===== config.mk =====
export PLATFORM = sky130hd
export DESIGN_NAME = ple_cell
export DESIGN_NICKNAME = d
export VERILOG_FILES = /design/src/rtl/ple_pkg.sv /design/src/rtl/ple_cell.sv
export SDC_FILE = /design/constraint.sdc
export NUM_CORES = 1
export LEC_CHECK = 0
export BUFFER_PORTS_ARGS = -buffer_cell sky130_fd_sc_hd__buf_2
export CELL_PAD_IN_SITES_DETAIL_PLACEMENT = 1
export CELL_PAD_IN_SITES_GLOBAL_PLACEMENT = 2
export CORE_MARGIN = 1
export CORE_UTILIZATION = 20
export DETAILED_ROUTE_END_ITERATION = 8
export PLACE_DENSITY_LB_ADDON = 0.08
export SYNTH_ARGS = -nofsm -noshare
export SYNTH_HDL_FRONTEND = slang
export SYNTH_SLANG_ARGS = --single-unit

===== constraint.sdc =====
create_clock -name clk -period 5 [get_ports clk]
set_input_delay 0.75 -clock clk [delete_from_list [all_inputs] [get_ports clk]]
set_output_delay 0.75 -clock clk [all_outputs]
set_load 0.1 [all_outputs]

===== src/rtl/ple_pkg.sv =====
// ----------------------------------------------------------------------------
// ple_pkg - shared types and codes for the positional list engine
// Request and response transaction layouts, operation and status codes and
// the per-transaction cell control word.
// ----------------------------------------------------------------------------
package ple_pkg;

  localparam int unsigned FUNC_W   = 3;
  localparam int unsigned POS_W    = 7;
  localparam int unsigned DATA_W   = 32;
  localparam int unsigned STATUS_W = 2;
  localparam int unsigned COUNT_W  = 7;

  typedef enum logic [FUNC_W-1:0] {
    FN_INS_POS  = 3'd0,
    FN_REM_POS  = 3'd1,
    FN_INS_HEAD = 3'd2,
    FN_INS_TAIL = 3'd3,
    FN_REM_HEAD = 3'd4,
    FN_REM_TAIL = 3'd5
  } func_e;

  typedef enum logic [STATUS_W-1:0] {
    ST_OK    = 2'd0,
    ST_FULL  = 2'd1,
    ST_EMPTY = 2'd2,
    ST_RANGE = 2'd3
  } status_e;

  typedef struct packed {
    logic [FUNC_W-1:0] func;
    logic [POS_W-1:0]  position;
    logic [DATA_W-1:0] value;
  } req_t;

  typedef struct packed {
    logic [STATUS_W-1:0] status;
    logic [DATA_W-1:0]   removed_value;
    logic [COUNT_W-1:0]  count;
  } rsp_t;

  // shift command broadcast along the row of cells
  typedef struct packed {
    logic             ins;
    logic             rem;
    logic [POS_W-1:0] pos;
  } cell_ctl_t;

endpackage


===== src/rtl/ple_cell.sv =====
// ----------------------------------------------------------------------------
// ple_cell - one list slot
// Holds one entry. On an insert, slots above the insert slot take their lower
// neighbour's value (the new value at the insert slot); on a remove, slots at
// or above it take their upper neighbour's value. Offers its entry when it is the addressed slot.
// ----------------------------------------------------------------------------
module ple_cell #(
  parameter int unsigned IDX         = 0,
  parameter int unsigned VALUE_WIDTH = 32
) (
  input  logic                   clk,
  input  ple_pkg::cell_ctl_t     ctl,
  input  logic [VALUE_WIDTH-1:0] new_data,
  input  logic [VALUE_WIDTH-1:0] lo_data,
  input  logic [VALUE_WIDTH-1:0] hi_data,
  output logic [VALUE_WIDTH-1:0] data,
  output logic [VALUE_WIDTH-1:0] sel_data
);
  import ple_pkg::*;

  localparam int unsigned POS_MAX = (1 << POS_W) - 1;

  logic at_pos;
  logic above_pos;

  assign at_pos    = (IDX <= POS_MAX) && (ctl.pos == POS_W'(IDX));
  assign above_pos = (IDX > POS_MAX) || (POS_W'(IDX) > ctl.pos);

  always_ff @(posedge clk) begin
    if (ctl.ins) begin
      if (above_pos) begin
        data <= lo_data;
      end else if (at_pos) begin
        data <= new_data;
      end
    end else if (ctl.rem && (above_pos || at_pos)) begin
      data <= hi_data;
    end
  end

  assign sel_data = at_pos ? data : '0;

endmodule


==> results.json, run 1 <==
{
  "status": "finished, final reports clean",
  "clk_pin_slew_ps": 80,
  "ys_seq_elements": 32,
  "drc": 0,
  "largest_register_ffs": 32,
  "grt_max_degree": 34,
  "ff_latch_area_sq_um": 961,
  "hp-class": "in -> reg",
  "worstSetupPathType": "in -> out",
  "drv_cap": 0,
  "syn_area_per_cell_sq_um": 13.1,
  "tightest_slew_ps": 1020,
  "switchingPower_mw": 0.142,
  "cts.sink_count": 32,
  "regMostFlops": "data",
  "drv_slew": 0,
  "route.vias.total": 1556,
  "grt_util_all_layers_pct": 11.5,
  "finalInstanceArea_sq_mm": 0.00270,
  "cts.hold.buffers_added": 0,
  "crit_fanout": 33,
  "routedWlPerCell_um": 14.1,
  "top_regs": "data (32)",
  "yosys_warnings": 0,
  "required_ps": 4250,
  "ir_worst_vdd_mv": 0.0803,
  "vias_per_cell": 3.99,
  "critPathCaptureType": "output port",
  "combPwrFrac_pct": 14.5,
  "critPathLaunchType": "primary input",
  "synth.largest_area_cell": "edfxtp_1",
  "synthTopCellsByArea": "edfxtp_1, mux2_2, nor3_2",
  "initial_core_util_pct": 20.5,
  "swShare_pct": 24.6,
  "power_leakage_nw": 1.25,
  "final_layout_size_suffix_gt1_share_pct": 74.9,
  "synthDominantCellAreaShare_pct": 50.9,
  "grt_pass1_vias": 1623,
  "nets": 384,
  "timing_hold_violations_final": 0,
  "power_frac_seq_pct": 51.7,
  "async_reset_ff_share_pct": 0,
  "ios": 170,
  "synth_nets": 250,
  "cts-root-buf": "clkbuf_8",
  "drtPass1Iterations": 4,
  "setup_viol": 0,
  "yosysUniqueCellTypes": 12,
  "dieWidth_um": 99.1,
  "syn_inst": 144,
  "cts_tree": "yes",
  "final.min_clock_period_ps": 3250,
  "power_density_mw_per_mm2": 214,
  "gp_congestion": 0.602,
  "ys_seq_area_share_pct": 50.9,
  "yosys_most_used_dff": "edfxtp_1",
  "routed_wirelength_um": 5490,
  "netlist_area_sq_mm": 0.00189,
  "drt_iter0_drc": 26,
  "cts_max_path_buffers": 2,
  "fillers": 1085,
  "final_antenna_net_count": 0,
  "syn_to_final_growth_pct": 43.3,
  "place.port_buffers": 137,
  "max_freq_ghz": 0.308,
  "ys_top_cells_by_count": "edfxtp_1, inv_1, mux2_2",
  "multi_input_area_sq_um": 703,
  "n_antenna_cell": 0,
  "synth_edf_count": 32,
  "intPower_mw": 0.436,
  "maxSlewHeadroom_pct": 31.8,
  "grt-ovfl-total": 0,
  "cts_setup_buffers": 0,
  "cts_max_level": 2,
  "fin_setup_tns_ps": 0,
  "core.rowCount": 35,
  "hpwl_um": 3930,
  "finalCritPeriodShare_pct": 65.0,
  "core_area_sq_mm": 0.00920,
  "dieArea_sq_mm": 0.00983,
  "cts_resized": 0,
  "worstPathArrival_ps": 2500,
  "cts_buffers": 5,
  "die_h_um": 99.1,
  "clock_power_share_pct": 33.8,
  "grt_first_pass_wirelength_um": 8580,
  "antenna_found_initial": 0,
  "postPlaceCellArea_sq_mm": 0.00262,
  "rsz0062_at_grt": "false"
}
-- power by group through the flow --
stage | Clock, mW | Combinational, mW | Sequential [mW]
final | 0.196 | 0.0837 | 0.299
after global routing | 0.219 | 0.0923 | 0.299
after CTS | 0.209 | 0.0860 | 0.299
after detailed placement | 0 | 0.0857 | 0.305
after global placement | 0 | 0.0842 | 0.305
after floorplan | 0 | 0.0440 | 0.315
-- path summary, 6_finish.rpt --
check          end  cells past startpoint   startpoint  slack, ps
min       data[15]                      2  hi_data[15]        760
max    sel_data[0]                      4       ctl[3]       1750
-- area by class of cell --
type | count | area share (%)
clock buffers | 7 | 2.82
well taps | 111 | 5.14
inverters | 32 | 4.44
multi-input cells | 68 | 26.0
repair buffers | 139 | 25.9
flip-flops and latches | 32 | 35.5
clock inverters | 1 | 0.139
-- critical path, stage by stage --
cell and delay [ps]:
buf_2 100, or3_2 900, nor3_1 260, buf_2 470
-- kinds of logic after synthesis --
| kind of cell | after synthesis | synth area share (%) |
|---|---|---|
| and+or+nand+nor | 36 | 17.8 |
| muxes | 32 | 19.1 |
| buffers and inverters | 44 | 12.1 |
| DFF | 32 | 50.9 |
-- metal layers --
layer	vias up	track usage [%]	part of all wire, %
met4	0	3.05	0.84
met1	722	12.5	39
met2	74	21.7	52
li1	756	-	-
met3	4	3.58	7.5
met5	-	0	0
-- through the flow --
step / util, % / cells / power [mW] / setup slack (ps) / hold WS (ps)
floorplan: - / 144 / 0.359 / 763 / 970
global placement: 28.5 / 382 / 0.389 / 1730 / 1050
detailed placement: 28.5 / 382 / 0.391 / 1720 / 1060
CTS: 29.4 / 390 / 0.594 / 1710 / 746
global route: 29.4 / 390 / 0.610 / 1660 / 752
finish: 29.4 / 390 / 0.578 / 1750 / 759
-- placed cells by master, fill, tap and decap left out, drive strengths merged --
master and count:
buf 139, nor3 33, mux2 32, inv 32, edfxtp 32, clkbuf 7
or4 1, or3 1, nor2 1, clkinv 1
Note: power is estimated with default switching activity, not from simulation.
==> inputs of run 2 (changes only) <==
==> constraint.sdc (replaced) <==
create_clock -name clk -period 3.2 [get_ports clk]
set_input_delay 0.48 -clock clk [delete_from_list [all_inputs] [get_ports clk]]
set_output_delay 0.48 -clock clk [all_outputs]
set_load 0.1 [all_outputs]
==> results.json, run 2 (same netlist as run 1, synthesis figures left out) <==
{
  "status": "finished, final reports clean",
  "core_area_sq_mm": 0.00920,
  "timing_hold_violations_final": 0,
  "hp-class": "in -> reg",
  "grt-ovfl-total": 0,
  "antenna_found_initial": 0,
  "critPathLaunchType": "primary input",
  "worstSetupPathType": "in -> out",
  "final_antenna_net_count": 0,
  "crit_fanout": 33,
  "initial_core_util_pct": 20.5,
  "switchingPower_mw": 0.218,
  "drt_iter0_drc": 21,
  "grt_max_degree": 34,
  "cts.sink_count": 32,
  "vias_per_cell": 4.02,
  "grt_pass1_vias": 1649,
  "dp_slack_ps": 577,
  "core.rowCount": 35,
  "tightest_slew_ps": 609,
  "cp_common_cell": "buf_2",
  "hpwl_um": 3940,
  "finalCritPeriodShare_pct": 81.6,
  "critPathCaptureType": "output port",
  "syn_to_final_growth_pct": 44.4,
  "cts_tree": "yes",
  "worstPathArrival_ps": 2130,
  "cp_top_family": "simple AND/OR/NAND/NOR gates",
  "n_antenna_cell": 0,
  "drv_slew": 0,
  "mostFrequentLayoutCells": "buf_2, mux2_2, inv_1, edfxtp_1, nor3_2",
  "cp_cell_sequence": "buf_2 -> or4_4 -> nor3_1 -> buf_2",
  "max_freq_ghz": 0.383,
  "clk_pin_slew_ps": 70,
  "route.vias.total": 1575,
  "drv_cap": 0,
  "drtPass1Iterations": 4,
  "top_regs": "data (32)",
  "dieArea_sq_mm": 0.00983,
  "ios": 170,
  "drc": 0,
  "crit_start": "ctl[2]",
  "fin_setup_tns_ps": 0,
  "gp_congestion": 0.654,
  "slowest_stage": "or4_4",
  "intPower_mw": 0.683,
  "cts_max_path_buffers": 2,
  "setup.worst_path.end": "sel_data[31]",
  "swShare_pct": 24.2,
  "routedWlPerCell_um": 13.6,
  "maxSlewHeadroom_pct": 59.4,
  "mostFrequentLayoutCell": "buf_2",
  "cts_buffers": 5,
  "cts-root-buf": "clkbuf_8",
  "power_density_mw_per_mm2": 331,
  "slowest_delay_ps": 820,
  "setup_viol": 0,
  "routed_wirelength_um": 5340,
  "grt_util_all_layers_pct": 11.2,
  "regMostFlops": "data",
  "rsz0062_at_grt": "false",
  "layout_setup_ws_ps": 588,
  "cts_setup_buffers": 0,
  "dieWidth_um": 99.1,
  "cts.hold.buffers_added": 0,
  "power_leakage_nw": 1.26,
  "ir_worst_vdd_mv": 0.133,
  "power_frac_seq_pct": 51.9,
  "cts_max_level": 2,
  "largest_register_ffs": 32,
  "nets": 386,
  "final_layout_size_suffix_gt1_share_pct": 75.1,
  "die_h_um": 99.1,
  "cp.depth": 4,
  "required_ps": 2720,
  "grt_first_pass_wirelength_um": 8430,
  "clock_power_share_pct": 33.4,
  "combPwrFrac_pct": 14.7,
  "place.port_buffers": 137,
  "cp.buffers_inverters": 2,
  "cts_resized": 0,
  "final.min_clock_period_ps": 2610,
  "total_power_mw": 0.901
}
[run 2: cell count changes in the layout (fill, tap and decap cells not counted)]
cell and delta:
buf_4 +2, nor3_4 +1, nor3_2 -1
[run 2: worst min path at each step]
stage	start	to	slack, ps	cells after the start
6_report	new_data[13]	data[13]	500	2
5_1_grt	new_data[17]	data[17]	490	2
4_1_cts	new_data[19]	data[19]	480	2
3_5_place_dp	hi_data[8]	data[8]	790	2
3_3_place_gp	hi_data[26]	data[26]	780	2
2_1_floorplan	hi_data[0]	data[0]	700	1
[run 2: per-stage QoR]
stage          std cells  util, %  hold slack (ps)  cell area (sq um)
2_1_floorplan        144        -              700               1890
3_3_place_gp         384     28.8              782               2650
3_5_place_dp         384     28.8              785               2650
4_1_cts              392     29.6              483               2730
5_1_grt              392     29.6              486               2730
6_report             392     29.6              500               2730
[run 2: final cells by class]
| class | instances | area [sq um] |
|---|---|---|
| fill | 1085 | 6470 |
| sequential | 32 | 961 |
| timing repair buffer | 141 | 716 |
| multi-input combinational | 68 | 709 |
| tap | 111 | 139 |
| inverter | 32 | 120 |
| clock buffer | 7 | 76.3 |
| clock inverter | 1 | 3.75 |
[run 2: power by group through the flow]
stage                     logic (mW)  clock network [mW]  registers, mW
after global routing           0.144               0.332          0.467
final                          0.132               0.301          0.467
after CTS                      0.136               0.324          0.467
after floorplan               0.0690                   0          0.492
after global placement         0.134                   0          0.477
after detailed placement       0.135                   0          0.477
[run 2: metal layers]
layer	routed length [um]	part of all wire, %	global-route usage [%]	vias to the layer above
li1	-	-	-	761
met1	2160	40	12.9	737
met2	2710	51	19.8	75
met3	455	8.5	3.94	2
met4	24	0.45	2.71	0
met5	0	0	0	-
